==> src/mclc_pkg.sv <==
// ----------------------------------------------------------------------------
// mclc_pkg: shared types and constants of the mip chain layout checker
// Format codes, status codes, register indexes, block geometry per format
// and the reciprocal constants used by the shared multiplier.
// ----------------------------------------------------------------------------
`default_nettype none

package mclc_pkg;

    // Status codes of the verdict
    localparam logic [2:0] ST_OK       = 3'd0;
    localparam logic [2:0] ST_HEADER   = 3'd1;
    localparam logic [2:0] ST_GENERATE = 3'd2;
    localparam logic [2:0] ST_LIMIT    = 3'd3;
    localparam logic [2:0] ST_LEVEL    = 3'd4;
    localparam logic [2:0] ST_TOTAL    = 3'd5;

    // Configuration register indexes
    localparam logic [2:0] CFG_FORMAT   = 3'd0;
    localparam logic [2:0] CFG_BASE_W   = 3'd1;
    localparam logic [2:0] CFG_BASE_H   = 3'd2;
    localparam logic [2:0] CFG_GENERATE = 3'd3;
    localparam logic [2:0] CFG_TOTAL    = 3'd4;

    // Format codes
    localparam logic [4:0] FMT_RGBA8       = 5'd0;
    localparam logic [4:0] FMT_BC7         = 5'd1;
    localparam logic [4:0] FMT_BC7_SRGB    = 5'd2;
    localparam logic [4:0] FMT_BC3         = 5'd3;
    localparam logic [4:0] FMT_ETC2        = 5'd4;
    localparam logic [4:0] FMT_ASTC_4X4    = 5'd5;
    localparam logic [4:0] FMT_ASTC_5X4    = 5'd6;
    localparam logic [4:0] FMT_ASTC_5X5    = 5'd7;
    localparam logic [4:0] FMT_ASTC_6X5    = 5'd8;
    localparam logic [4:0] FMT_ASTC_6X6    = 5'd9;
    localparam logic [4:0] FMT_ASTC_8X5    = 5'd10;
    localparam logic [4:0] FMT_ASTC_8X6    = 5'd11;
    localparam logic [4:0] FMT_ASTC_10X5   = 5'd12;
    localparam logic [4:0] FMT_ASTC_10X6   = 5'd13;
    localparam logic [4:0] FMT_ASTC_8X8    = 5'd14;
    localparam logic [4:0] FMT_ASTC_10X8   = 5'd15;
    localparam logic [4:0] FMT_ASTC_10X10  = 5'd16;
    localparam logic [4:0] FMT_ASTC_12X10  = 5'd17;
    localparam logic [4:0] FMT_ASTC_12X12  = 5'd18;
    localparam logic [4:0] FORMAT_COUNT    = 5'd19;

    // Level end limit: 512 MiB
    localparam logic [63:0] LIMIT_BYTES = 64'h0000_0000_2000_0000;

    // Odd divisor factors left after the power-of-two part of a block side
    localparam logic [2:0] DIV_1 = 3'd1;
    localparam logic [2:0] DIV_3 = 3'd3;
    localparam logic [2:0] DIV_5 = 3'd5;

    // floor(2^33 / d) for the odd factors
    localparam logic [31:0] RECIP_3 = 32'hAAAA_AAAA;
    localparam logic [31:0] RECIP_5 = 32'h6666_6666;
    localparam int unsigned RECIP_SHIFT = 33;

    // Block side = div * 2^shift
    typedef struct packed {
        logic [1:0] shift;
        logic [2:0] div;
    } geo_dim_t;

    typedef struct packed {
        geo_dim_t w;
        geo_dim_t h;
        logic     wide_block;   // 16 bytes per block, else 4
    } geo_t;

    // Control of the shared multiplier
    typedef struct packed {
        logic       load;
        logic [2:0] div;
    } mclc_op_t;

    function automatic geo_dim_t dim_f(input logic [1:0] shift, input logic [2:0] div);
        geo_dim_t d;
        d.shift = shift;
        d.div   = div;
        return d;
    endfunction

    // Block geometry of each format; invalid codes fall back to 1x1
    function automatic geo_t geo_f(input logic [4:0] code);
        geo_t g;
        g.wide_block = (code != FMT_RGBA8);
        g.w = dim_f(2'd0, DIV_1);
        g.h = dim_f(2'd0, DIV_1);
        case (code)
            FMT_BC7, FMT_BC7_SRGB, FMT_BC3, FMT_ETC2, FMT_ASTC_4X4:
            begin
                g.w = dim_f(2'd2, DIV_1); g.h = dim_f(2'd2, DIV_1);
            end
            FMT_ASTC_5X4:   begin g.w = dim_f(2'd0, DIV_5); g.h = dim_f(2'd2, DIV_1); end
            FMT_ASTC_5X5:   begin g.w = dim_f(2'd0, DIV_5); g.h = dim_f(2'd0, DIV_5); end
            FMT_ASTC_6X5:   begin g.w = dim_f(2'd1, DIV_3); g.h = dim_f(2'd0, DIV_5); end
            FMT_ASTC_6X6:   begin g.w = dim_f(2'd1, DIV_3); g.h = dim_f(2'd1, DIV_3); end
            FMT_ASTC_8X5:   begin g.w = dim_f(2'd3, DIV_1); g.h = dim_f(2'd0, DIV_5); end
            FMT_ASTC_8X6:   begin g.w = dim_f(2'd3, DIV_1); g.h = dim_f(2'd1, DIV_3); end
            FMT_ASTC_10X5:  begin g.w = dim_f(2'd1, DIV_5); g.h = dim_f(2'd0, DIV_5); end
            FMT_ASTC_10X6:  begin g.w = dim_f(2'd1, DIV_5); g.h = dim_f(2'd1, DIV_3); end
            FMT_ASTC_8X8:   begin g.w = dim_f(2'd3, DIV_1); g.h = dim_f(2'd3, DIV_1); end
            FMT_ASTC_10X8:  begin g.w = dim_f(2'd1, DIV_5); g.h = dim_f(2'd3, DIV_1); end
            FMT_ASTC_10X10: begin g.w = dim_f(2'd1, DIV_5); g.h = dim_f(2'd1, DIV_5); end
            FMT_ASTC_12X10: begin g.w = dim_f(2'd2, DIV_3); g.h = dim_f(2'd1, DIV_5); end
            FMT_ASTC_12X12: begin g.w = dim_f(2'd2, DIV_3); g.h = dim_f(2'd2, DIV_3); end
            default:        begin g.w = dim_f(2'd0, DIV_1); g.h = dim_f(2'd0, DIV_1); end
        endcase
        return g;
    endfunction

    function automatic logic [31:0] recip_f(input logic [2:0] div);
        logic [31:0] r;
        case (div)
            DIV_3:   r = RECIP_3;
            DIV_5:   r = RECIP_5;
            default: r = '0;
        endcase
        return r;
    endfunction

    // ceil(v / 2^shift)
    function automatic logic [31:0] ceil_shift_f(input logic [31:0] v, input logic [1:0] shift);
        logic [31:0] mask;
        logic [31:0] q;
        mask = (32'd1 << shift) - 32'd1;
        q    = v >> shift;
        return q + {31'd0, |(v & mask)};
    endfunction

    // Halve toward one
    function automatic logic [31:0] half_f(input logic [31:0] v);
        logic [31:0] h;
        h = v >> 1;
        return (h == 32'd0) ? 32'd1 : h;
    endfunction

endpackage

`default_nettype wire

==> src/mip_chain_layout_checker_top.sv <==
// ----------------------------------------------------------------------------
// mip_chain_layout_checker_top: mip chain layout checker
// A checked level record passes through three loads of the shared multiplier
// (S_LOADX, S_LOADY, S_LOADS), one check and one verdict step; a skipped
// record goes straight to the verdict step. A new record is taken only in
// S_IDLE, once the last one is through; a held verdict stalls the chain.
// Reset clears the registers and the chain state; no clearing pass is needed.
// Checks one level record per transaction against the layout that follows
// from format, base size and byte total, and gives one verdict on the last.
// ----------------------------------------------------------------------------
`default_nettype none

module mip_chain_layout_checker_top
    import mclc_pkg::*;
#(
    parameter int MAX_LEVELS = 16
)
(
    input  wire logic        clk,
    input  wire logic        rst_n,
    // configuration
    input  wire logic        cfg_we,
    input  wire logic [2:0]  cfg_index,
    input  wire logic [31:0] cfg_wdata,
    // level records
    input  wire logic        in_valid,
    output logic             in_stall,
    input  wire logic [31:0] level_width,
    input  wire logic [31:0] level_height,
    input  wire logic [31:0] blocks_x,
    input  wire logic [31:0] blocks_y,
    input  wire logic [63:0] byte_offset,
    input  wire logic [63:0] byte_size,
    input  wire logic [31:0] row_pitch,
    input  wire logic        last,
    // verdict
    output logic             out_valid,
    input  wire logic        out_stall,
    output logic      [2:0]  status,
    output logic      [4:0]  failing_level
);

    localparam int CNT_W = $clog2(MAX_LEVELS + 2);

    typedef enum logic [2:0] {
        S_IDLE,
        S_LOADX,
        S_LOADY,
        S_LOADS,
        S_CHECK,
        S_VERDICT
    } state_t;

    // Configuration registers
    logic [4:0]  fmt_reg;
    logic [31:0] base_w_reg;
    logic [31:0] base_h_reg;
    logic        gen_reg;
    logic [31:0] total_reg;

    // Chain state
    state_t           state_reg;
    logic [CNT_W-1:0] cnt_reg;
    logic [29:0]      offset_reg;
    logic [31:0]      exp_w_reg;
    logic [31:0]      exp_h_reg;
    logic [2:0]       first_error_reg;
    logic [4:0]       err_level_reg;

    // Held transaction
    logic [31:0] lw_reg;
    logic [31:0] lh_reg;
    logic [31:0] bx_in_reg;
    logic [31:0] by_in_reg;
    logic [63:0] boff_reg;
    logic [63:0] bsize_reg;
    logic [31:0] pitch_in_reg;
    logic        last_reg;
    logic [4:0]  idx_reg;

    // Work registers
    logic [31:0] bx_reg;
    logic [35:0] pitch_reg;

    // Verdict registers
    logic        out_valid_reg;
    logic [2:0]  status_reg;
    logic [4:0]  flevel_reg;

    // Combinational
    geo_t             geo;
    logic             header_bad;
    logic             accept;
    logic [CNT_W-1:0] cnt_inc;
    logic [31:0]      ew_start;
    logic [31:0]      eh_start;
    logic             do_level;
    logic [35:0]      pitch_calc;
    mclc_op_t         mul_op;
    logic [31:0]      mul_a;
    logic [31:0]      mul_b;
    logic [63:0]      prod;
    logic [31:0]      quot;
    logic             size_over;
    logic [30:0]      end_sum;
    logic             lim;
    logic             mism;
    logic             out_hold;

    // Write configuration registers
    always_ff @(posedge clk or negedge rst_n)
    begin
        if (!rst_n)
        begin
            fmt_reg    <= FMT_RGBA8;
            base_w_reg <= '0;
            base_h_reg <= '0;
            gen_reg    <= 1'b0;
            total_reg  <= '0;
        end
        else if (cfg_we)
        begin
            priority case (cfg_index)
                CFG_FORMAT:   fmt_reg    <= cfg_wdata[4:0];
                CFG_BASE_W:   base_w_reg <= cfg_wdata;
                CFG_BASE_H:   base_h_reg <= cfg_wdata;
                CFG_GENERATE: gen_reg    <= cfg_wdata[0];
                CFG_TOTAL:    total_reg  <= cfg_wdata;
                default:      ;
            endcase
        end
    end

    // Decode header and the next level decision
    always_comb
    begin
        geo        = geo_f(fmt_reg);
        header_bad = (base_w_reg == 32'd0) || (base_h_reg == 32'd0) ||
                     (fmt_reg >= FORMAT_COUNT);
        accept     = in_valid && (state_reg == S_IDLE);
        cnt_inc    = (cnt_reg < CNT_W'(MAX_LEVELS + 1)) ? (cnt_reg + CNT_W'(1)) : cnt_reg;
        ew_start   = (cnt_reg == '0) ? base_w_reg : exp_w_reg;
        eh_start   = (cnt_reg == '0) ? base_h_reg : exp_h_reg;
        do_level   = !header_bad && (first_error_reg == ST_OK) &&
                     (cnt_reg < CNT_W'(MAX_LEVELS)) &&
                     (ew_start != 32'd0) && (eh_start != 32'd0);
        pitch_calc = geo.wide_block ? {bx_reg, 4'b0000} : {2'b00, bx_reg, 2'b00};
        out_hold   = out_valid_reg && out_stall;
    end

    // Drive the shared multiplier
    always_comb
    begin
        mul_op.load = 1'b0;
        mul_op.div  = DIV_1;
        mul_a       = '0;
        mul_b       = '0;
        unique case (state_reg)
            S_LOADX:
            begin
                mul_op.load = 1'b1;
                mul_op.div  = geo.w.div;
                mul_a       = ceil_shift_f(exp_w_reg, geo.w.shift);
                mul_b       = recip_f(geo.w.div);
            end
            S_LOADY:
            begin
                mul_op.load = 1'b1;
                mul_op.div  = geo.h.div;
                mul_a       = ceil_shift_f(exp_h_reg, geo.h.shift);
                mul_b       = recip_f(geo.h.div);
            end
            S_LOADS:
            begin
                mul_op.load = 1'b1;
                mul_op.div  = DIV_1;
                mul_a       = pitch_calc[31:0];
                mul_b       = quot;
            end
            S_IDLE, S_CHECK, S_VERDICT:
            begin
                mul_op.load = 1'b0;
            end
        endcase
    end

    mclc_shared_mul u_mul (
        .clk   (clk),
        .rst_n (rst_n),
        .op    (mul_op),
        .op_a  (mul_a),
        .op_b  (mul_b),
        .prod  (prod),
        .quot  (quot)
    );

    // Check the level against the derived layout
    always_comb
    begin
        size_over = (prod > LIMIT_BYTES);
        end_sum   = {1'b0, offset_reg} + {1'b0, prod[29:0]};
        lim       = (pitch_reg[35:32] != 4'd0) || size_over ||
                    (end_sum > 31'(LIMIT_BYTES));
        mism      = (lw_reg != exp_w_reg) || (lh_reg != exp_h_reg) ||
                    (bx_in_reg != bx_reg) || (by_in_reg != mul_b_by()) ||
                    (boff_reg != {34'd0, offset_reg}) || (bsize_reg != prod) ||
                    ({4'd0, pitch_in_reg} != pitch_reg);
    end

    // Block rows are kept beside the pitch
    logic [31:0] by_reg;

    function automatic logic [31:0] mul_b_by();
        return by_reg;
    endfunction

    // Sequence the transaction and hold chain state and verdict
    always_ff @(posedge clk or negedge rst_n)
    begin
        if (!rst_n)
        begin
            state_reg       <= S_IDLE;
            cnt_reg         <= '0;
            offset_reg      <= '0;
            exp_w_reg       <= '0;
            exp_h_reg       <= '0;
            first_error_reg <= ST_OK;
            err_level_reg   <= '0;
            lw_reg          <= '0;
            lh_reg          <= '0;
            bx_in_reg       <= '0;
            by_in_reg       <= '0;
            boff_reg        <= '0;
            bsize_reg       <= '0;
            pitch_in_reg    <= '0;
            last_reg        <= 1'b0;
            idx_reg         <= '0;
            bx_reg          <= '0;
            by_reg          <= '0;
            pitch_reg       <= '0;
            out_valid_reg   <= 1'b0;
            status_reg      <= ST_OK;
            flevel_reg      <= '0;
        end
        else
        begin
            // drop the verdict once taken
            if (out_valid_reg && !out_stall)
                out_valid_reg <= 1'b0;

            unique case (state_reg)
                S_IDLE:
                begin
                    if (accept)
                    begin
                        lw_reg       <= level_width;
                        lh_reg       <= level_height;
                        bx_in_reg    <= blocks_x;
                        by_in_reg    <= blocks_y;
                        boff_reg     <= byte_offset;
                        bsize_reg    <= byte_size;
                        pitch_in_reg <= row_pitch;
                        last_reg     <= last;
                        idx_reg      <= 5'(cnt_reg);
                        exp_w_reg    <= ew_start;
                        exp_h_reg    <= eh_start;
                        cnt_reg      <= cnt_inc;
                        state_reg    <= do_level ? S_LOADX : S_VERDICT;
                    end
                end
                S_LOADX:
                begin
                    state_reg <= S_LOADY;
                end
                S_LOADY:
                begin
                    bx_reg    <= quot;
                    state_reg <= S_LOADS;
                end
                S_LOADS:
                begin
                    by_reg    <= quot;
                    pitch_reg <= pitch_calc;
                    state_reg <= S_CHECK;
                end
                S_CHECK:
                begin
                    if (lim)
                    begin
                        first_error_reg <= ST_LIMIT;
                        err_level_reg   <= idx_reg;
                    end
                    else if (mism)
                    begin
                        first_error_reg <= ST_LEVEL;
                        err_level_reg   <= idx_reg;
                    end
                    else
                    begin
                        offset_reg <= end_sum[29:0];
                        exp_w_reg  <= half_f(exp_w_reg);
                        exp_h_reg  <= half_f(exp_h_reg);
                    end
                    state_reg <= S_VERDICT;
                end
                S_VERDICT:
                begin
                    if (!last_reg)
                        state_reg <= S_IDLE;
                    else if (!out_hold)
                    begin
                        out_valid_reg <= 1'b1;
                        flevel_reg    <= '0;
                        priority if (header_bad || (cnt_reg > CNT_W'(MAX_LEVELS)))
                            status_reg <= ST_HEADER;
                        else if (gen_reg && ((fmt_reg != FMT_RGBA8) ||
                                             (cnt_reg != CNT_W'(1))))
                            status_reg <= ST_GENERATE;
                        else if (first_error_reg != ST_OK)
                        begin
                            status_reg <= first_error_reg;
                            flevel_reg <= err_level_reg;
                        end
                        else if ({2'b00, offset_reg} != total_reg)
                            status_reg <= ST_TOTAL;
                        else
                            status_reg <= ST_OK;
                        // restart the chain
                        cnt_reg         <= '0;
                        offset_reg      <= '0;
                        exp_w_reg       <= '0;
                        exp_h_reg       <= '0;
                        first_error_reg <= ST_OK;
                        err_level_reg   <= '0;
                        state_reg       <= S_IDLE;
                    end
                end
            endcase
        end
    end

    assign in_stall      = (state_reg != S_IDLE);
    assign out_valid     = out_valid_reg;
    assign status        = status_reg;
    assign failing_level = flevel_reg;

    // Verdict codes stay in range
    assert property (@(posedge clk) disable iff (!rst_n)
        out_valid_reg |-> (status_reg <= ST_TOTAL))
        else $error("verdict status out of range");

    // A failing level is reported only with a level error
    assert property (@(posedge clk) disable iff (!rst_n)
        (out_valid_reg && (flevel_reg != 5'd0)) |->
            ((status_reg == ST_LIMIT) || (status_reg == ST_LEVEL)))
        else $error("failing level reported with wrong status");

    // A level is computed only while no error is held
    assert property (@(posedge clk) disable iff (!rst_n)
        (state_reg == S_LOADX) |-> (first_error_reg == ST_OK))
        else $error("level computed after first error");

    // Running offset never passes the limit
    assert property (@(posedge clk) disable iff (!rst_n)
        ({34'd0, offset_reg} <= LIMIT_BYTES))
        else $error("expected offset past limit");

    // A delivered verdict restarts the chain
    assert property (@(posedge clk) disable iff (!rst_n)
        ((state_reg == S_VERDICT) && last_reg && !out_hold) |=>
            (out_valid_reg && (cnt_reg == '0) && (state_reg == S_IDLE)))
        else $error("verdict did not restart chain");

endmodule

`default_nettype wire

==> src/mclc_shared_mul.sv <==
// ----------------------------------------------------------------------------
// mclc_shared_mul: shared 32x32 multiplier with ceiling-division correction
// Each load registers one product. The product serves either as a plain
// 64-bit result or as a reciprocal estimate of x / div, which is corrected
// by one compare and subtract and rounded up to give ceil(x / div).
// ----------------------------------------------------------------------------
`default_nettype none

module mclc_shared_mul
    import mclc_pkg::*;
(
    input  wire logic        clk,
    input  wire logic        rst_n,
    input  wire mclc_op_t    op,
    input  wire logic [31:0] op_a,
    input  wire logic [31:0] op_b,
    output logic      [63:0] prod,
    output logic      [31:0] quot
);

    logic [63:0] prod_reg;
    logic [31:0] x_reg;
    logic [2:0]  div_reg;

    logic [31:0] q0;
    logic [33:0] qm;
    logic [33:0] rem0;
    logic        fix;
    logic [31:0] q1;
    logic [33:0] rem1;

    // Register product and operands on load
    always_ff @(posedge clk or negedge rst_n)
    begin
        if (!rst_n)
        begin
            prod_reg <= '0;
            x_reg    <= '0;
            div_reg  <= DIV_1;
        end
        else if (op.load)
        begin
            prod_reg <= op_a * op_b;
            x_reg    <= op_a;
            div_reg  <= op.div;
        end
    end

    // Correct the reciprocal estimate, which is low by at most one
    always_comb
    begin
        q0 = {1'b0, prod_reg[63:RECIP_SHIFT]};
        if (div_reg == DIV_3)
            qm = {2'b00, q0} + {1'b0, q0, 1'b0};
        else
            qm = {2'b00, q0} + {q0, 2'b00};
        rem0 = {2'b00, x_reg} - qm;
        fix  = (rem0 >= {31'd0, div_reg});
        q1   = q0 + {31'd0, fix};
        rem1 = fix ? (rem0 - {31'd0, div_reg}) : rem0;
        if (div_reg == DIV_1)
            quot = x_reg;
        else
            quot = q1 + {31'd0, (rem1 != 34'd0)};
    end

    assign prod = prod_reg;

endmodule

`default_nettype wire

==> config.mk <==
export PLATFORM = sky130hd
export DESIGN_NAME = mip_chain_layout_checker_top
export DESIGN_NICKNAME = d
export VERILOG_FILES = /design/src/mclc_pkg.sv /design/src/mip_chain_layout_checker_top.sv /design/src/mclc_shared_mul.sv
export SDC_FILE = /design/constraint.sdc
export NUM_CORES = 2
export LEC_CHECK = 0
export BUFFER_PORTS_ARGS = -buffer_cell sky130_fd_sc_hd__buf_4
export CAP_MARGIN = 20
export CORE_MARGIN = 10
export CORE_UTILIZATION = 39
export CTS_BUF_LIST = sky130_fd_sc_hd__clkbuf_4
export DETAILED_ROUTE_END_ITERATION = 16
export SLEW_MARGIN = 20
export SYNTH_ARGS = -nofsm -noshare
export SYNTH_HDL_FRONTEND = slang
export SYNTH_SLANG_ARGS = --single-unit
==> constraint.sdc <==
create_clock -name clk -period 31.7 [get_ports clk]
set_input_delay 1.585 -clock clk [delete_from_list [all_inputs] [get_ports clk]]
set_output_delay 1.585 -clock clk [all_outputs]
set_load 0.02 [all_outputs]
* Word level (Yosys, flattened, before mapping)
Memory sizes are Yosys's and may differ from the RTL's.
Index checks and enable logic that the tools add are counted.
** Storage, ports and cells
- Register bits :: 714
- Latch bits :: 0
- RAM bits :: 0
- Bits in read-only memories :: 256
- Input port bits :: 329
- Output and inout port bits :: 10
- Word-level logic and storage cells :: 203
- Memories kept :: 1
** Memories
- (name not given) :: depth 32, bits a word 8, read ports 1, clocked after Yosys merged registers in 0, write ports 0, line mclc_pkg.sv:91 : case (code)
** Operators by class
- Add/sub/neg operators :: 12
- Multiply operators :: 1
- Divide/modulo/power cells :: 0
- $lt $le $gt $ge :: 7
- Equality and inequality tests :: 32
- Shift operators :: 4
- Muxes and demuxes :: 57
- Bitwise operators :: 3
- Reduce and logical (&&, ||, !) cells :: 56
** Operators by type and width (count)
- case mux 32 bit (3 select lines) :: 4
- 2-to-1 mux 32 bit :: 11
- zero test 32 bit :: 4
- inequality test 32 bit :: 4
- case mux 32 bit (2 select lines) :: 2
- 2-to-1 mux 30 bit :: 4
- adder 32 x 1 -> 32 bit :: 3
- 2-to-1 mux 34 bit :: 2
- bitwise AND 32 bit :: 2
- greater-than comparator 64 x 30 -> 1 bit, second input constant :: 1
- multiplier 32 x 32 -> 64 bit :: 1
- inequality test 64 x 30 -> 1 bit :: 1
- inequality test 64 bit :: 1
- nonzero test 32 bit :: 2
- OR reduction 32 bit :: 2
- left shift 1 x 2 -> 32 bit, first input constant :: 2
- >> shifter 32 x 2 -> 32 bit :: 2
- subtractor 32 x 1 -> 32 bit, second input constant :: 2
- 2-to-1 mux 31 bit :: 2
- case mux 30 bit (2 select lines) :: 1
- 2-to-1 mux 5 bit :: 9
- 2-to-1 mux 36 bit :: 1
- inequality test 32 x 36 -> 1 bit :: 1
- adder 31 x 33 -> 34 bit :: 1
- other kinds (42) :: 107

* Longest topological paths before layout
- Depth in word-level cells :: 11
- Gate-level depth with buffers :: 76
- Mapped depth without buffers :: 74

* Cells and area by module
Synthesis repeated with hierarchy kept, for this count alone.
** Unflattened totals
- Cells, all modules :: 8873
- Area total of the unflattened synthesis :: 76572.2 µm²
** Modules (own cells, without submodules)
- mclc_shared_mul :: instances 1, cells each 4889, area an instance 42256.8 µm²
- mip_chain_layout_checker_top :: instances 1, cells each 3984, area an instance 34315.4 µm²

* Worst setup path after synthesis
OpenSTA, ideal clock, no wires.
- Kind :: reg2reg
- Start :: register u_mul.prod_reg[33] (netlist: u_mul.prod[33])
- End :: register u_mul.prod_reg[62] (netlist: u_mul.prod[62])
- Library setup time :: 0.135 ns
- Arrival time :: 15.155 ns
- Data required time :: 31.565 ns
- Path slack :: 16.410 ns
- Stages on the path, launching flop included :: 74
- Path buffers :: 2
- Clock period less this slack :: 15.290 ns
- Cells stage by stage :: dfrtp_1 ha_1 inv_1 fa_1 nor2b_1 o2111ai_1 a31oi_1 o311a_1 o31ai_1 nand2b_1 and2_1 o21a_1 nor2_1 o21ai_0 a21oi_1 xnor2_1 a21oi_1 ha_1 [... 38 more ...] fa_1 fa_1 fa_1 ha_1 a21o_1 a21o_1 a21o_1 a21o_1 a21oi_1 o211ai_1 o21ai_0 o41a_1 o211ai_1 a32oi_1 nand2_1 a221oi_1 xor2_1 o21ai_0
** Between the ends
- Word-level cells in the longest chain between the ends :: 10
- Elaborated cells on any way between the ends :: 13
- Those cells by class :: add/sub: 6; mul: 1; order compare: 1; mux: 4; reduce/logical: 1
** RTL lines
- start: declaration :: line mclc_shared_mul.sv:21 : logic [63:0] prod_reg;
- start signal: assignment :: line mclc_shared_mul.sv:43 : prod_reg <= op_a * op_b;
- parallel branches: the longest is 6 deep, another holds adder 31 x 33 -> 34 bit
- adder 32 x 1 -> 32 bit (*) :: line mclc_shared_mul.sv:64 : quot = q1 + {31'd0, (rem1 != 34'd0)};
- 2-to-1 mux 32 bit (*) :: line mclc_shared_mul.sv:61 : if (div_reg == DIV_1)
- case mux 32 bit (3 select lines) (*) :: line mip_chain_layout_checker_top.sv:158 : unique case (state_reg)
- multiplier 32 x 32 -> 64 bit (*) :: line mclc_shared_mul.sv:43
Mark *: on every way between the ends.
A chain may end at the register's enable or synchronous reset.

* Final worst setup path
- Start :: register u_mul.prod_reg[33] (netlist: u_mul.prod[33])
- End :: register u_mul.prod_reg[63] (netlist: u_mul.prod[63])
Same word-level chain as after synthesis.

==> summary.md <==
| Metric | Value |
|---|---|
| Status | complete, no violations |
| Pwr/cell area | 74.8 nW/um2 |
| Fillcell total | 19051 |
| Logic pwr share | 0.542 |
| GPL Wtd Cong | 1.02 |
| Footprint of the multi-input gates | 52600 um2 |
| Fin nets | 10243 |
| Reg2Reg Capture Point | u_mul.prod[63]$_DFFE_PN0P_ |
| Post-route ant nets | 0 |
| Measured slew at the worst slew-check pin | 1.27 ns |
| Max Cap Viol | 0 |
| Leakage power | 40.1 nW |
| Fin Clk Skew | 0.130 ns |
| Most numerous cell on the critical path | fa_1 |
| Max_slew headroom | 0.153 |
| Layout cells sized above 1 | 0.150 |
| R2r setup slk | 12.43 ns |
| Hold Crit Class | in2async |
| Root buffer cell | clkbuf_4 |
| Post-Syn Area | 75800 um2 |
| Yosys warns | 0 |
| CP max stage delay | 0.61 ns |
| Reg-to-reg startpoint | u_mul.prod[33]$_DFFE_PN0P_ |
| Minimum clock period | 19.27 ns |
| Synth async-reset ratio | 1.00 |
| Routed WL per cell | 28.5 um |
| Max-slew violations | 0 |
| Largest net degree at the start of global routing | 162 |
| Post-synth EDFFs | 0 |
| Antenna violations before repair | 22 |
| Vias | 64522 |
| H-tree depth | 4 |
| Total Wirelength | 321000 um |
| Finish-stage setup viols | 0 |
| Vias per inst | 5.72 |
| Crit-path max FO | 24 |
| Post-placement cell area | 81400 um2 |
| Max IR drop VDD | 48.6 uV |
| Post-CTS Setup Bufs | 0 |
| Die Height | 461 um |
| Required time worst endpoint | 32.79 ns |
| Area Overhead vs Synth | 10.9% |
| # DRC | 0 |
| Rows | 161 |
| Post-Place Cells | 10911 |
| Synthesis-stage register bit count | 710 |
| Ys flop type | dfrtp_1 |
| Number of port buffers | 338 |
| Delay-heaviest family, CP | adder cells |
| Core ar. | 193000 um2 |
| Grt ovf | 0 |
| Sw Ratio | 0.532 |
| Starting Density | 0.393 |
| Worst EP arrival | 20.36 ns |
| Setup TNS Final | 0 ns |
| Layout Utilization | 0.436 |
| Final cycle utilization of the critical path | 0.608 |
| Cts hold-fix bufs | 0 |
| DP HPWL | 254000 um |
| Distinct cells, synth | 107 |
| Syn Area/Cell | 9.13 um2 |
| IO Count | 339 |
| Setup crit start kind | flop |
| Sequential share of power | 0.314 |
| Clock Path Buffers | 3 |
| R2R depth | 68 |
| Die W | 461 um |
| Sw Pwr | 3.35 mW |
| Worst setup EP type | flop |
| Clock slew at reported path FFs | 0.07 ns |
| RSZ-0062 raised after global routing | no |
| Clk Latency, worst-skew pair | 1.28 ns |
| TritonCTS buffer count | 195 |
| Clock Sinks | 710 |
| Max Fclk | 51.9 MHz |
| Design area | 84100 um2 |
| Post-synthesis sequential area ratio | 0.234 |
| Hold Violations, Final | 0 |
| DIE AREA | 212000 um2 |
| CTS resizes | 0 |
| Int Pwr | 2.94 mW |
| Global-route wire length before repair | 461000 um |
| Drt pass-1 iters | 6 |
| Initial drt markers | 6978 |
| Setup Crit Path Kind | reg2reg |
| Post-Syn Instances | 8303 |
| CTS tree | built |
| GRT Total Usage | 0.298 |
| Clock Power Share | 0.144 |
| Slowest CP cell | nor3_1 |
| Buf/Inv on CP | 5 |
| Register area | 17800 um2 |
| Vias in the first global route | 65510 |
| Post-route insts no fill | 11281 |
[cell usage after synthesis (8+ instances only)]
cell type,n,area [um2]
nor3_1,93,465
xnor2_1,275,2410
a221oi_1,8,70.1
o31a_1,8,70.1
o21a_1,28,210
a22o_1,24,210
o21ai_1,23,115
nor4_1,102,638
xor2_1,222,1940
a211o_1,10,87.6
nand2b_1,57,357
and2_1,86,538
mux2i_1,104,1040
a21boi_0,26,195
fa_1,902,18100
nand2_1,1094,4110
clkbuf_1,341,1280
or3_1,29,181
o2111ai_1,11,96.3
a22oi_1,67,503
o31ai_1,15,113
mux2_2,381,4290
o21ai_0,369,1850
a21oi_1,314,1570
nor2_1,663,2490
buf_1,25,93.8
dfrtp_1,710,17800
o21bai_1,26,195
and3_1,44,275
nor3b_1,13,97.6
nand3_1,110,551
or2_2,15,93.8
a31oi_1,24,150
o22ai_1,22,138
ha_1,429,5370
a211oi_1,23,173
a21o_1,120,901
inv_1,1126,4230
buf_2,38,190
o211ai_1,28,210
nor2b_1,38,238
nand4_1,82,513
[kinds of logic after synthesis]
kind of cell               share of synthesized area
DFF                                            0.234
adders and majority gates                      0.309
muxes                                         0.0708
xor gates and xnor gates                      0.0574
and+or+nand+nor                                0.147
buffers and inverters                         0.0776
AOI/OAI and AO/OA                              0.103
other                                      0.0000991
[stage by stage]
step / setup slack, ns / hold WS (ns) / power, mW
after floorplan: 16.41 / 0.449 / 3.78
after global placement: 12.32 / 0.465 / 5.23
after detailed placement: 12.69 / 0.467 / 5.25
after CTS: 12.61 / 0.347 / 6.17
after global routing: 11.54 / 0.368 / 6.58
final: 12.43 / 0.355 / 6.29
[final cells by class]
type / count / area share
repair buffers: 484 / 0.0436
inverters: 1126 / 0.0503
multi-input cells: 6066 / 0.625
clock buffers: 291 / 0.0260
clock inverters: 63 / 0.00531
well taps: 2526 / 0.0376
diodes: 15 / 0.000446
flip-flops and latches: 710 / 0.211
[worst max-delay path by stage]
stage                                             to  slack (ns)  cells after the start                       start
after global routing      u_mul.prod[63]$_DFFE_PN0P_       11.54                     68  u_mul.prod[33]$_DFFE_PN0P_
after detailed placement  u_mul.prod[60]$_DFFE_PN0P_       12.69                     61  u_mul.prod[33]$_DFFE_PN0P_
final                     u_mul.prod[63]$_DFFE_PN0P_       12.43                     68  u_mul.prod[33]$_DFFE_PN0P_
after global placement    u_mul.prod[60]$_DFFE_PN0P_       12.32                     61  u_mul.prod[33]$_DFFE_PN0P_
after CTS                 u_mul.prod[60]$_DFFE_PN0P_       12.61                     61  u_mul.prod[33]$_DFFE_PN0P_
after floorplan           u_mul.prod[62]$_DFFE_PN0P_       16.41                     73  u_mul.prod[33]$_DFFE_PN0P_
[worst reg2reg max path, delay by kind of cell (launching register included)]
kind                     cells  cell delay, ns
adder cells (fa/ha/maj)     14            6.50
XOR/XNOR                     3            0.45
flip-flops                   1            0.58
buffers and inverters        5            0.61
AO/OA/AOI/OAI               22            5.22
AND/OR/NAND/NOR             24            5.72
[power groups by stage]
stage | clock network [mW] | registers, mW | logic [mW]
3_3_place_gp | 0 | 1.95 | 3.28
4_1_cts | 0.919 | 1.94 | 3.31
2_1_floorplan | 0 | 1.52 | 2.25
6_report | 0.907 | 1.98 | 3.41
3_5_place_dp | 0 | 1.96 | 3.29
5_1_grt | 0.967 | 1.97 | 3.64
[cell usage in the layout, fill, tap and decap left out, types with 26 or more instances in the layout]
cell type / Yosys / routed
a21boi_0: 26 / 26
nand2_1: 1094 / 1091
nor4_1: 102 / 102
o21a_1: 28 / 28
nand3_1: 110 / 110
inv_1: 1126 / 1126
nand2b_1: 57 / 57
o21bai_1: 26 / 26
xnor2_1: 275 / 275
xor2_1: 222 / 221
nor3_1: 93 / 87
a21oi_1: 314 / 308
o211ai_1: 28 / 28
mux2i_1: 104 / 104
fa_1: 902 / 902
nor2_1: 663 / 643
nand4_1: 82 / 82
and3_1: 44 / 44
mux2_2: 381 / 381
a21o_1: 120 / 120
nor2b_1: 38 / 38
ha_1: 429 / 429
buf_4: 4 / 480
and2_1: 86 / 84
dfrtp_1: 710 / 710
clkbuf_4: 0 / 291
a22oi_1: 67 / 67
clkinv_1: 0 / 34
o21ai_0: 369 / 361
or3_1: 29 / 28
[metal layers]
metal	track usage	up-vias	wire length (um)
met3	0.0618	825	27000
li1	-	27639	-
met4	0.174	14	23200
met1	0.376	32800	125000
met5	0	-	92
met2	0.473	3244	146000
Power figures use the tool's default switching activity.
